**src/eptw_pkg.sv**
```systemverilog
// Shared types, codes and helper functions for the EPT page walk stepper.
package eptw_pkg;

    // Item codes.
    localparam logic       REQ_START = 1'b0;
    localparam logic       REQ_ENTRY = 1'b1;

    // Entry kinds as reported on the result channel.
    localparam logic [1:0] KIND_NOT_PRESENT = 2'd0;
    localparam logic [1:0] KIND_MMIO        = 2'd1;
    localparam logic [1:0] KIND_POINTER     = 2'd2;
    localparam logic [1:0] KIND_LEAF        = 2'd3;

    // Walk levels.
    localparam logic [2:0] LVL_NONE = 3'd0;
    localparam logic [2:0] LVL_PT   = 3'd1;
    localparam logic [2:0] LVL_PD   = 3'd2;
    localparam logic [2:0] LVL_PDPT = 3'd3;
    localparam logic [2:0] LVL_PML4 = 3'd4;

    // A classified request as it waits between the front and the back.
    typedef struct packed {
        logic        req_type;
        logic [47:0] guest_address;
        logic        root_bad;
        logic [39:0] root_frame;
        logic        is_mmio;
        logic        is_present;
        logic        is_large;
        logic [4:0]  flags;
        logic [39:0] entry_frame;
    } t_item;

    // One result as it waits for the receiver.
    typedef struct packed {
        logic [51:0] read_address;
        logic        fetch_next;
        logic [2:0]  entry_level;
        logic [8:0]  slot_index;
        logic [51:0] table_address;
        logic [1:0]  entry_kind;
        logic [4:0]  entry_flags;
        logic        walk_done;
        logic        mapped;
        logic        mmio_hit;
        logic [2:0]  final_level;
        logic [39:0] leaf_frame;
    } t_result;

    // Nine guest address bits that select the entry at a level.
    function automatic logic [8:0] slot_of(input logic [47:0] gpa, input logic [2:0] lvl);
        logic [8:0] slot;
        unique case (lvl)
            LVL_PML4: slot = gpa[47:39];
            LVL_PDPT: slot = gpa[38:30];
            LVL_PD:   slot = gpa[29:21];
            default:  slot = gpa[20:12];
        endcase
        return slot;
    endfunction

    // Page offset, in 4 KiB frames, of a large page at a level.
    function automatic logic [26:0] leaf_offset(input logic [47:0] gpa,
                                                input logic [2:0] lvl);
        logic [26:0] off;
        unique case (lvl)
            LVL_PD:   off = {18'd0, gpa[20:12]};
            LVL_PDPT: off = {9'd0, gpa[29:12]};
            LVL_PML4: off = gpa[38:12];
            default:  off = '0;
        endcase
        return off;
    endfunction

endpackage

```
**src/ept_page_walk_step_top.sv**
```systemverilog
// Top level of the four-level EPT page walk stepper.
//
// Requests enter through a queue-style port: a request is taken at a rising
// edge with push high and full low. A start request carries the guest
// physical address and root table address; an entry request carries the
// 64-bit entry word read at the last read address given out.
// Every request yields exactly one result, offered while empty is low and
// taken at a rising edge with pop high. A result either asks for the next
// entry (fetch_next), or reports the fetched entry and, when the walk ends,
// its outcome (mapped, MMIO marker or missing) and the host frame.
// An accepted request is registered in the classifying request queue; the
// walk stage then takes it, when the result queue is not full or is being
// popped, and writes its result into the result queue, from which the
// receiver pops it. Throughput is one request per cycle unless the result
// queue is full and not popped; the walk stage updates its state as it
// takes each request, so entries of one walk may follow each other back to
// back. The real pace is set by the memory that returns the entry words.
// Reset clears both queues and the walk state (no walk active). When the
// receiver stops popping, the two-entry result queue and the two-entry
// request queue fill, and then full rises.
module ept_page_walk_step_top
    import eptw_pkg::*;
(
    input  logic        i_clk,
    input  logic        i_rst_n,
    input  logic        push,
    output logic        full,
    input  logic        i_req_type,
    input  logic [47:0] i_guest_address,
    input  logic [63:0] i_root_address,
    input  logic [63:0] i_entry_word,
    output logic        empty,
    input  logic        pop,
    output logic [51:0] o_read_address,
    output logic        o_fetch_next,
    output logic [2:0]  o_entry_level,
    output logic [8:0]  o_slot_index,
    output logic [51:0] o_table_address,
    output logic [1:0]  o_entry_kind,
    output logic [4:0]  o_entry_flags,
    output logic        o_walk_done,
    output logic        o_mapped,
    output logic        o_mmio_hit,
    output logic [2:0]  o_final_level,
    output logic [39:0] o_leaf_frame
);

    logic    w_valid;
    logic    w_take;
    t_item   w_item;
    t_result w_res;

    // Front end: classify and queue requests.
    eptw_front u_front (
        .i_clk           (i_clk),
        .i_rst_n         (i_rst_n),
        .i_push          (push),
        .o_full          (full),
        .i_req_type      (i_req_type),
        .i_guest_address (i_guest_address),
        .i_root_address  (i_root_address),
        .i_entry_word    (i_entry_word),
        .o_valid         (w_valid),
        .o_item          (w_item),
        .i_take          (w_take)
    );

    // Back end: step the walk and queue results.
    eptw_back u_back (
        .i_clk    (i_clk),
        .i_rst_n  (i_rst_n),
        .i_valid  (w_valid),
        .i_item   (w_item),
        .o_take   (w_take),
        .o_empty  (empty),
        .o_result (w_res),
        .i_pop    (pop)
    );

    assign o_read_address  = w_res.read_address;
    assign o_fetch_next    = w_res.fetch_next;
    assign o_entry_level   = w_res.entry_level;
    assign o_slot_index    = w_res.slot_index;
    assign o_table_address = w_res.table_address;
    assign o_entry_kind    = w_res.entry_kind;
    assign o_entry_flags   = w_res.entry_flags;
    assign o_walk_done     = w_res.walk_done;
    assign o_mapped        = w_res.mapped;
    assign o_mmio_hit      = w_res.mmio_hit;
    assign o_final_level   = w_res.final_level;
    assign o_leaf_frame    = w_res.leaf_frame;

    // Reset leaves both queues empty.
    a_reset_clears: assert property (@(posedge i_clk) !i_rst_n |=> (empty && !full))
        else $error("queues not cleared by reset");

    // A result never both asks for a fetch and ends the walk.
    a_fetch_or_done: assert property (@(posedge i_clk) disable iff (!i_rst_n)
        (!empty && o_fetch_next) |-> !o_walk_done)
        else $error("result both fetches and finishes");

    // A mapped result always reports a leaf at a real level.
    a_mapped_leaf: assert property (@(posedge i_clk) disable iff (!i_rst_n)
        (!empty && o_mapped) |-> (o_entry_kind == KIND_LEAF && o_final_level != LVL_NONE
                                  && o_walk_done))
        else $error("mapped result without a leaf");

    // Final fields stay clear until the walk finishes.
    a_final_clear: assert property (@(posedge i_clk) disable iff (!i_rst_n)
        (!empty && !o_walk_done) |-> (!o_mapped && !o_mmio_hit && o_leaf_frame == 40'd0))
        else $error("final fields set on an unfinished walk");

endmodule

```
**src/eptw_front.sv**
```systemverilog
// Front end: classifies incoming requests and holds them in a two-entry queue.
module eptw_front
    import eptw_pkg::*;
(
    input  logic        i_clk,
    input  logic        i_rst_n,
    input  logic        i_push,
    output logic        o_full,
    input  logic        i_req_type,
    input  logic [47:0] i_guest_address,
    input  logic [63:0] i_root_address,
    input  logic [63:0] i_entry_word,
    output logic        o_valid,
    output t_item       o_item,
    input  logic        i_take
);

    t_item       r_mem [2];
    logic        r_wr_ptr, r_rd_ptr;
    logic [1:0]  r_cnt;
    logic [1:0]  n_cnt;
    t_item       n_item;
    logic        w_push_ok, w_take_ok;
    logic [63:0] w_word;

    assign w_word = i_entry_word;

    // Classify the request; none of this depends on walk state.
    always_comb begin
        n_item.req_type      = i_req_type;
        n_item.guest_address = i_guest_address;
        n_item.root_bad      = (i_root_address == 64'd0) || (&i_root_address);
        n_item.root_frame    = i_root_address[51:12];
        n_item.is_mmio       = (w_word != 64'd0) &&
                               ({w_word[63], w_word[2:0]} == 4'b0110);
        n_item.is_present    = !n_item.is_mmio && (|w_word[2:0]);
        n_item.is_large      = w_word[7];
        n_item.flags         = {w_word[9], w_word[8], w_word[2:0]};
        n_item.entry_frame   = w_word[51:12];
    end

    assign o_full    = (r_cnt == 2'd2);
    assign o_valid   = (r_cnt != 2'd0);
    assign o_item    = r_mem[r_rd_ptr];
    assign w_push_ok = i_push && !o_full;
    assign w_take_ok = i_take && o_valid;

    // Occupancy of the request queue.
    always_comb begin
        n_cnt = r_cnt;
        if (w_push_ok && !w_take_ok) begin
            n_cnt = r_cnt + 2'd1;
        end else if (!w_push_ok && w_take_ok) begin
            n_cnt = r_cnt - 2'd1;
        end
    end

    // Queue pointers and count.
    always_ff @(posedge i_clk) begin
        if (!i_rst_n) begin
            r_wr_ptr <= 1'b0;
            r_rd_ptr <= 1'b0;
            r_cnt    <= 2'd0;
        end else begin
            r_cnt <= n_cnt;
            if (w_push_ok) begin
                r_wr_ptr <= !r_wr_ptr;
            end
            if (w_take_ok) begin
                r_rd_ptr <= !r_rd_ptr;
            end
        end
    end

    // Queue storage.
    always_ff @(posedge i_clk) begin
        if (w_push_ok) begin
            r_mem[r_wr_ptr] <= n_item;
        end
    end

endmodule

```
**src/eptw_back.sv**
```systemverilog
// Back end: holds the walk state, builds one result per request and queues it.
module eptw_back
    import eptw_pkg::*;
(
    input  logic    i_clk,
    input  logic    i_rst_n,
    input  logic    i_valid,
    input  t_item   i_item,
    output logic    o_take,
    output logic    o_empty,
    output t_result o_result,
    input  logic    i_pop
);

    // Walk state.
    logic        r_active, n_active;
    logic [2:0]  r_level, n_level;
    logic [47:0] r_gpa, n_gpa;
    logic [39:0] r_base, n_base;

    // Result queue.
    t_result     r_mem [2];
    logic        r_wr_ptr, r_rd_ptr;
    logic [1:0]  r_cnt, n_cnt;
    logic        w_pop_ok;
    t_result     n_res;
    logic [2:0]  w_next_lvl;

    assign o_empty  = (r_cnt == 2'd0);
    assign o_result = r_mem[r_rd_ptr];
    assign w_pop_ok = i_pop && !o_empty;
    assign o_take   = i_valid && ((r_cnt != 2'd2) || w_pop_ok);
    assign w_next_lvl = r_level - 3'd1;

    // Step the walk for the request at the head of the front queue.
    always_comb begin
        n_res    = '0;
        n_active = r_active;
        n_level  = r_level;
        n_gpa    = r_gpa;
        n_base   = r_base;
        if (i_item.req_type == REQ_START) begin
            n_gpa = i_item.guest_address;
            if (i_item.root_bad) begin
                n_active        = 1'b0;
                n_level         = LVL_NONE;
                n_base          = '0;
                n_res.walk_done = 1'b1;
            end else begin
                n_active           = 1'b1;
                n_level            = LVL_PML4;
                n_base             = i_item.root_frame;
                n_res.read_address = {i_item.root_frame,
                                      slot_of(i_item.guest_address, LVL_PML4), 3'd0};
                n_res.fetch_next   = 1'b1;
            end
        end else if (r_active) begin
            n_res.entry_level   = r_level;
            n_res.slot_index    = slot_of(r_gpa, r_level);
            n_res.table_address = {r_base, 12'd0};
            n_res.entry_flags   = i_item.flags;
            if (i_item.is_mmio) begin
                n_res.entry_kind = KIND_MMIO;
                n_res.walk_done  = 1'b1;
                n_res.mmio_hit   = 1'b1;
                n_active         = 1'b0;
            end else if (!i_item.is_present) begin
                n_res.entry_kind = KIND_NOT_PRESENT;
                n_res.walk_done  = 1'b1;
                n_active         = 1'b0;
            end else if ((r_level <= LVL_PT) || i_item.is_large) begin
                n_res.entry_kind  = KIND_LEAF;
                n_res.walk_done   = 1'b1;
                n_res.mapped      = 1'b1;
                n_res.final_level = r_level;
                n_res.leaf_frame  = i_item.entry_frame + 40'(leaf_offset(r_gpa, r_level));
                n_active          = 1'b0;
            end else begin
                n_res.entry_kind   = KIND_POINTER;
                n_level            = w_next_lvl;
                n_base             = i_item.entry_frame;
                n_res.read_address = {i_item.entry_frame, slot_of(r_gpa, w_next_lvl), 3'd0};
                n_res.fetch_next   = 1'b1;
            end
        end
    end

    // Occupancy of the result queue.
    always_comb begin
        n_cnt = r_cnt;
        if (o_take && !w_pop_ok) begin
            n_cnt = r_cnt + 2'd1;
        end else if (!o_take && w_pop_ok) begin
            n_cnt = r_cnt - 2'd1;
        end
    end

    // Walk state and queue control.
    always_ff @(posedge i_clk) begin
        if (!i_rst_n) begin
            r_active <= 1'b0;
            r_level  <= LVL_NONE;
            r_gpa    <= '0;
            r_base   <= '0;
            r_wr_ptr <= 1'b0;
            r_rd_ptr <= 1'b0;
            r_cnt    <= 2'd0;
        end else begin
            r_cnt <= n_cnt;
            if (o_take) begin
                r_active <= n_active;
                r_level  <= n_level;
                r_gpa    <= n_gpa;
                r_base   <= n_base;
                r_wr_ptr <= !r_wr_ptr;
            end
            if (w_pop_ok) begin
                r_rd_ptr <= !r_rd_ptr;
            end
        end
    end

    // Result storage.
    always_ff @(posedge i_clk) begin
        if (o_take) begin
            r_mem[r_wr_ptr] <= n_res;
        end
    end

endmodule
```
**config.mk**
```make
export PLATFORM = sky130hd
export DESIGN_NAME = ept_page_walk_step_top
export DESIGN_NICKNAME = d
export VERILOG_FILES = /design/src/eptw_pkg.sv /design/src/ept_page_walk_step_top.sv /design/src/eptw_front.sv /design/src/eptw_back.sv
export SDC_FILE = /design/constraint.sdc
export NUM_CORES = 1
export LEC_CHECK = 0
export ABC_AREA = 1
export ABC_CLOCK_PERIOD_IN_PS = 15700
export BUFFER_PORTS_ARGS = -buffer_cell sky130_fd_sc_hd__clkbuf_2
export CORE_ASPECT_RATIO = 0.8
export CORE_MARGIN = 4
export CORE_UTILIZATION = 45
export CTS_CLUSTER_SIZE = 10
export DETAILED_ROUTE_END_ITERATION = 7
export HOLD_SLACK_MARGIN = 0.15
export MAX_ROUTING_LAYER = met4
export PLACE_DENSITY = 0.68
export SYNTH_ARGS = -nofsm -noshare
export SYNTH_HDL_FRONTEND = slang
export SYNTH_HIERARCHICAL = 1
export SYNTH_SLANG_ARGS = --single-unit
```
**constraint.sdc**
```tcl
create_clock -name i_clk -period 15.7 [get_ports i_clk]
set_input_delay 2.355 -clock i_clk [delete_from_list [all_inputs] [get_ports i_clk]]
set_output_delay 2.355 -clock i_clk [all_outputs]
set_load 0.005 [all_outputs]
```
Word-level counts from Yosys, hierarchy flattened
Memories as Yosys holds them, arrays and structs flattened. A register that Yosys moved wholly into a read port is not among the register bits.
Cells that the tools add are included.
{ "totals": {"register_bits": 100, "ramBits": 616, "out_inout_bits": 172, "wordCells": 127, "mem_count": 2} }
{ "mem_list": {"columns": ["name", "words", "width", "rd", "rd_clocked_by_memory_dff", "write_ports", "line", "source"], "rows": [
  ["u_back.r_mem", 2, 170, 1, 1, 1, "eptw_back.sv:22", "t_result r_mem [2];"],
  ["u_front.r_mem", 2, 138, 1, 1, 1, "eptw_front.sv:18", "t_item r_mem [2];"]
]} }
{ "classes": {"n_addsub": 6, "magnitude_cmp": 1, "n_eq_ne": 13, "muxes": 60, "bitwise_logic": 1, "n_reduce_logical": 34} }
{ "ops": {"columns": ["op", "n"], "rows": [
  ["53-bit 2-to-1 mux", 5],
  ["40-bit 2-to-1 mux", 6],
  ["170-bit 2-to-1 mux", 1],
  ["27-bit 2-to-1 mux", 5],
  ["43-bit 2-to-1 mux", 3],
  ["27-bit case mux with 3 select lines", 1],
  ["71-bit 2-to-1 mux", 1],
  ["64-bit logical NOT", 1],
  ["64-bit AND reduction", 1],
  ["64-bit nonzero test", 1],
  ["9-bit case mux with 3 select lines", 2],
  ["45-bit 2-to-1 mux", 1],
  ["40-bit by 27-bit adder with 40-bit output", 1],
  ["1-bit 2-to-1 mux", 22],
  ["3-bit 2-to-1 mux", 6],
  ["2-bit 2-to-1 mux", 7],
  ["3-bit by 2-bit equality test with 1-bit output (second input constant)", 4],
  ["1-bit logical NOT", 11],
  ["1-bit logical AND", 10],
  ["2-bit != test (second input constant)", 5],
  ["3-bit equality test (second input constant)", 2],
  ["2-bit nonzero test", 3],
  ["5-bit AND reduction", 1],
  ["2-bit by 1-bit adder with 2-bit output (second input constant)", 2],
  ["10 further kinds", 13]
]} }

Longest topological paths before layout
Gate-level depths: netlist (run 1).
{ "logic_depth": {"depth_word": 13, "ltp_mapped": 23} }

Modules after synthesis
The synthesis (run 1) kept the hierarchy.
{ "modules_own_cells": {"columns": ["mod", "n_inst", "cells_per_inst", "area_per_inst_um2", "seq_area_each_um2"], "rows": [
  ["eptw_back", 1, 1867, 18979.5, 11010.6],
  ["eptw_front", 1, 582, 10709.0, 8388.0]
]} }

Worst setup path before layout (run 1)
No wires, ideal clock.
{ "synth_timing": {"path_type": "input to register", "from": "in pop", "to": "mem u_back/r_mem[1][0] (netlist name), enable pin", "arrival_ns": 9.007, "path_slack_ns": 6.020, "path_stages": 4, "path_cell_list": "inv_1 nand3_2 nand2_2 nor2_1"} }
{ "synth_via": {"elab_chain_cells": 5} }
{ "synth_rtl": {"columns": ["item", "line", "source"], "rows": [
  ["from (decl)", "ept_page_walk_step_top.sv:33", "input logic pop,"],
  ["1-bit logical AND", "eptw_back.sv:31", "assign w_pop_ok = i_pop && !o_empty;"],
  ["1-bit logical OR", "eptw_back.sv:32", "assign o_take = i_valid && ((r_cnt != 2'd2) || w_pop_ok);"],
  ["1-bit logical AND", "eptw_back.sv:32", null],
  ["1-bit 2-to-1 mux", "eptw_back.sv:125", "if (o_take) begin"],
  ["1-bit 2-to-1 mux (not written as such)", "eptw_back.sv:126", "r_mem[r_wr_ptr] <= n_res;"],
  ["to (decl)", "eptw_back.sv:22", null]
]} }
No other way between the ends.

==> metrics.md, run 1 <==
| Metric | Value |
|---|---|
| Die Wd | 291 µm |
| Fraction of layout instances using a drive strength above 1 | 0.260 |
| RSZ-0062 raised after global routing | false |
| Worst hold path class | reg2reg |
| WL/cell | 21.4 µm |
| Fin cells | 3631 |
| Endpoints failing hold | 0 |
| Via density per instance | 5.26 |
| CTS resizes | 0 |
| Worst-margin pin slew | 1.17 ns |
| CTS Buf Count | 76 |
| Clk slew on worst S/H paths | 0.05 ns |
| VDD IR max | 0.0993 mV |
| Post-Route WL | 77600 µm |
| DP Wirelength | 54800 µm |
| Required time of the critical path | 13.35 ns |
| Power Density | 189 nW/µm² |
| Vias in the first global route | 19016 |
| Post-Synthesis Cell Area | 28800 µm² |
| Worst path cell trace | buf_4 -> mux2_2 -> clkbuf_2 |
| Slowest CP cell | buf_4 |
| Final min period | 5.11 ns |
| First-pass GRT wire length | 114000 µm |
| Total power | 0.00628 W |
| F_max | 0.196 GHz |
| Max-Cap Viols | 0 |
| WS Path Type | reg2out |
| Via count | 19096 |
| Area grow syn2layout | 15.5% |
| Antenna violations before repair | 8 |
| R2R Setup Slk | 11.38 ns |
| Crit. End Element | output port |
| CP max FO | 65 |
| Static Leakage | 12.8 nW |
| Multi-input combinational cell area | 8550 µm² |
| Iteration-0 DRC Markers | 1800 |
| Tot GR Track Use | 0.229 |
| # Post-CTS Setup Buffers | 0 |
| Final setup violation count | 0 |
| CTS root buf | clkbuf_16 |
| IO Count | 353 |
| CP startpoint kind | flip-flop |
| Initial Util | 0.458 |
| Core footprint | 63000 µm² |
| Post-synthesis cell count | 2413 |
| Die area | 68200 µm² |
| Fin Setup TNS | 0 ns |
| FP Rows | 82 |
| Final Instance Area | 33300 µm² |
| Most common cell after layout, fill and taps aside | edfxtp_1 |
| Slew Limit Headroom | 0.218 |
| Hold buffer count at cts | 0 |
| Post-route ant nets | 0 |
| DP Area | 31000 µm² |
| Gp weighted congestion | 0.900 |
| Final Util | 0.529 |
| Tcrit/Tclk final | 0.326 |
| Final Skew | 0.0257 ns |
| Status | finished, final reports clean |
| Syn_area_per_cell | 11.9 µm² |
| CP max stage delay | 0.78 ns |
| IO buf count | 308 |
| Drt pass-1 iters | 6 |
| Largest net degree at the start of global routing | 87 |
| Reg area | 18700 µm² |
| Overflow after GRT | 0 |
| # DRC | 0 |
| Die Ht | 234 µm |
| Clk sinks | 652 |
| Worst Path Arrival | 2.76 ns |
| H-tree depth | 3 |
| Slew Limit Fails | 0 |
| Ys Warns | 6 |
| Layout Nets | 2945 |
| Clk Latency, worst-skew pair | 0.63 ns |
| Max Root-Sink Buffers | 3 |
| Commonest non-fill, non-tap cells in the layout | edfxtp_1, nand2_1, clkbuf_2 |
| TritonCTS clock tree | built |
| Dpl cells | 3488 |
| Fill cell count | 5456 |
[worst paths after layout]
kind	from	end	cells past startpoint
worst max-delay path	flip-flop	o_read_address[29]	3
worst min-delay path	u_back/r_rd_ptr	flip-flop	1
worst max register to register	u_back/r_level[1]	u_back/r_mem[0][25]	19
worst min register to register	u_back/r_rd_ptr	flip-flop	1
[per-layer routing]
metal	wire, µm	part of all wire	vias up	global-route usage
met4	1960	0.025	0	0.0668
met1	33300	0.43	9267	0.297
met3	5560	0.072	133	0.0484
met5	0	0	-	-
met2	36700	0.47	627	0.368
li1	-	-	9069	-
[through the flow]
stage,worst slack [ns],hold WS (ns)
2_1_floorplan,6.02,0.426
3_3_place_gp,10.24,0.424
3_5_place_dp,10.23,0.439
4_1_cts,10.54,0.439
5_1_grt,10.44,0.479
6_report,10.59,0.443
[critical path: cells and delay by family (launching register included)]
family | cells | cell delay (ns)
mux | 1 | 0.49
buf+inv | 2 | 0.92
flops | 1 | 0.66
[state kept, by name (all words and copies together), names as in the netlist, named ones only]
signal,count
u_back/r_active,1
u_front/r_rd_ptr,1
u_back/r_rd_ptr,1
u_back/r_level,3
u_back/r_wr_ptr,1
u_front/r_wr_ptr,1
u_back/r_mem,310
u_back/r_gpa,36
u_back/r_base,40
u_back/r_cnt,2
u_front/r_cnt,2
u_front/r_mem,252
[where the power goes]
group	internal [W]	leakage [nW]	switching [W]	total [W]
Sequential	0.00250	6.06	0.000150	0.00265
Combinational	0.000727	5.67	0.00129	0.00202
Clock	0.000939	1.08	0.000673	0.00161
Total	0.00416	12.8	0.00212	0.00628
[cell type report]
cell class | count | area share
Antenna cell | 10 | 0.000751
Clock buffer | 123 | 0.0633
Clock inverter | 9 | 0.00436
Inverter | 283 | 0.0320
Multi-Input combinational cell | 1388 | 0.257
Sequential cell | 652 | 0.561
Tap cell | 840 | 0.0316
Timing Repair Buffer | 326 | 0.0503
Note: power is estimated with default switching activity, not from simulation.
==> run 2, diff against run 1 <==
--- a/config.mk
+++ b/config.mk
@@ -6,7 +6,7 @@
 export NUM_CORES = 1
 export LEC_CHECK = 0
 export ABC_AREA = 1
-export ABC_CLOCK_PERIOD_IN_PS = 15700
+export ABC_CLOCK_PERIOD_IN_PS = 5100
 export BUFFER_PORTS_ARGS = -buffer_cell sky130_fd_sc_hd__clkbuf_2
 export CORE_ASPECT_RATIO = 0.8
 export CORE_MARGIN = 4
==> constraint.sdc (replaced) <==
create_clock -name i_clk -period 5.1 [get_ports i_clk]
set_input_delay 0.765 -clock i_clk [delete_from_list [all_inputs] [get_ports i_clk]]
set_output_delay 0.765 -clock i_clk [all_outputs]
set_load 0.005 [all_outputs]
==> run 2 against run 1 <==
Compared with the run above: worst hold slack worse by 0.096 ns; sequential power grew to 3.1 times the previous value; total power grew to 3.1 times the previous value; non-clock buffer count is 10 higher; first-iteration DRC count down 11%; largest cell class unchanged; highest routed layer unchanged.
==> metrics.md, run 2 (synthesized netlist as in run 1, its figures left out) <==
| Metric | Value |
|---|---|
| Core footprint | 63000 µm² |
| Largest Register | u_back/r_mem |
| VDD IR max | 0.350 mV |
| FP Rows | 82 |
| Worst setup startpoint | u_back/r_level[1] |
| IO Count | 353 |
| Gp weighted congestion | 0.917 |
| Worst hold path class | in2reg |
| Clk Latency, worst-skew pair | 0.61 ns |
| Largest net degree at the start of global routing | 95 |
| Largest regs | u_back/r_mem x310, u_front/r_mem x252, u_back/r_base x40 |
| Power Density | 582 nW/µm² |
| Via density per instance | 5.27 |
| Die Wd | 291 µm |
| RSZ-0062 raised after global routing | false |
| WL/cell | 21.7 µm |
| R2R Setup Slk | 1.29 ns |
| Drt pass-1 iters | 6 |
| CTS resizes | 0 |
| CP max FO | 20 |
| Area grow syn2layout | 15.9% |
| DP Area | 31200 µm² |
| Slew Limit Fails | 0 |
| Overflow after GRT | 0 |
| Worst Path Arrival | 4.20 ns |
| Tcrit/Tclk final | 0.747 |
| Reg area | 18700 µm² |
| Clk sinks | 652 |
| Final Skew | 0.0246 ns |
| Endpoints failing hold | 0 |
| Fin Setup TNS | 0 ns |
| Static Leakage | 12.9 nW |
| F_max | 0.262 GHz |
| Final WS setup | 1.29 ns |
| Via count | 19176 |
| Clk slew on worst S/H paths | 0.05 ns |
| Fraction of layout instances using a drive strength above 1 | 0.263 |
| IO buf count | 308 |
| Most common cell after layout, fill and taps aside | edfxtp_1 |
| Iteration-0 DRC Markers | 1600 |
| Final Instance Area | 33400 µm² |
| Max-Cap Viols | 0 |
| Final min period | 3.81 ns |
| Worst r2r path cells | 20 |
| CP startpoint kind | flip-flop |
| Tot GR Track Use | 0.234 |
| Fill cell count | 5400 |
| TritonCTS clock tree | built |
| CTS root buf | clkbuf_16 |
| First-pass GRT wire length | 117000 µm |
| Max Root-Sink Buffers | 3 |
| Dpl ws | 1.36 ns |
| Critical Path Sink | u_back/r_mem[0][36] |
| Post-Route WL | 78900 µm |
| Reg-to-Reg End | u_back/r_mem[0][36] |
| Commonest non-fill, non-tap cells in the layout | edfxtp_1, nand2_1, clkbuf_2 |
| Worst-margin pin slew | 1.08 ns |
| # Post-CTS Setup Buffers | 0 |
| WHS | 0.347 ns |
| R2R Path Start | u_back/r_level[1] |
| Post-route ant nets | 0 |
| # DRC | 0 |
| CTS Buf Count | 76 |
| Final setup violation count | 0 |
| Vias in the first global route | 19096 |
| Die area | 68200 µm² |
| Total power | 0.0194 W |
| Hold depth | 1 |
| Required time of the critical path | 5.49 ns |
| H-tree depth | 3 |
| Layout Nets | 2955 |
| Slew Limit Headroom | 0.280 |
| Max reg flops | 310 |
| Hold buffer count at cts | 0 |
| Multi-input combinational cell area | 8550 µm² |
| Die Ht | 234 µm |
| Initial Util | 0.458 |
| WS Path Type | reg2reg |
| Crit. End Element | flip-flop |
| Antenna violations before repair | 7 |
| Status | finished, final reports clean |
| DP Wirelength | 55800 µm |
==> run 2: cell count changes in the layout (fill, tap and decap cells not counted), sizes merged <==
cell	before	now
buf	18	28
clkbuf	431	433
clkinv	3	2
inv	288	286
diode	10	6
==> run 2: how the worst min path moves through the flow <==
stage	startpoint	endpoint	slack, ns
after floorplan	u_back/r_rd_ptr	flip-flop	0.43
after global placement	u_back/r_rd_ptr	flip-flop	0.42
after detailed placement	u_back/r_rd_ptr	flip-flop	0.44
after CTS	i_entry_word[32]	u_front/r_mem[0][20]	0.31
after global routing	i_entry_word[25]	u_front/r_mem[1][13]	0.32
final	i_entry_word[32]	u_front/r_mem[0][20]	0.35
==> run 2: final cells by class <==
cell class / count / area share
tap: 840 / 0.0315
timing repair buffer: 336 / 0.0543
clock buffer: 125 / 0.0643
sequential: 652 / 0.559
multi-input combinational: 1388 / 0.256
clock inverter: 6 / 0.00266
antenna: 6 / 0.000449
inverter: 283 / 0.0319
==> run 2: routing by layer <==
layer / track usage / wire length, µm / up-vias / part of all wire
met5: - / 0 / - / 0
met4: 0.0602 / 1670 / 0 / 0.021
met3: 0.0359 / 4730 / 107 / 0.060
met2: 0.379 / 37600 / 624 / 0.48
met1: 0.314 / 34900 / 9353 / 0.44
li1: - / - / 9092 / -
==> run 2: per-stage QoR <==
step                utilization  std cells
global placement          0.495       3499
global route              0.530       3636
floorplan                     -       2427
detailed placement        0.495       3499
finish                    0.530       3636
CTS                       0.530       3630
==> run 2: where the power goes <==
part	internal, W	total [W]	switching [W]
sequential	0.00768	0.00821	0.000536
clock	0.00292	0.00494	0.00203
combinational	0.00231	0.00628	0.00397
total	0.0129	0.0194	0.00654
==> run 2: worst max-delay path: stages, from the launching register on <==
cell and delay [ns]:
dfxtp_1 0.50, inv_1 0.21, ha_1 0.22, nand2_1 0.06, buf_4 0.23, nand2_1 0.09
inv_2 0.14, nand2_1 0.08, inv_2 0.14, nor2_1 0.07, ha_1 0.23, inv_1 0.09
fa_1 0.25, inv_1 0.10, nand3_1 0.08, nand3_1 0.18, nand3b_1 0.15, nand3_1 0.26
nand2_1 0.17, a21oi_1 0.08, nor2_1 0.28
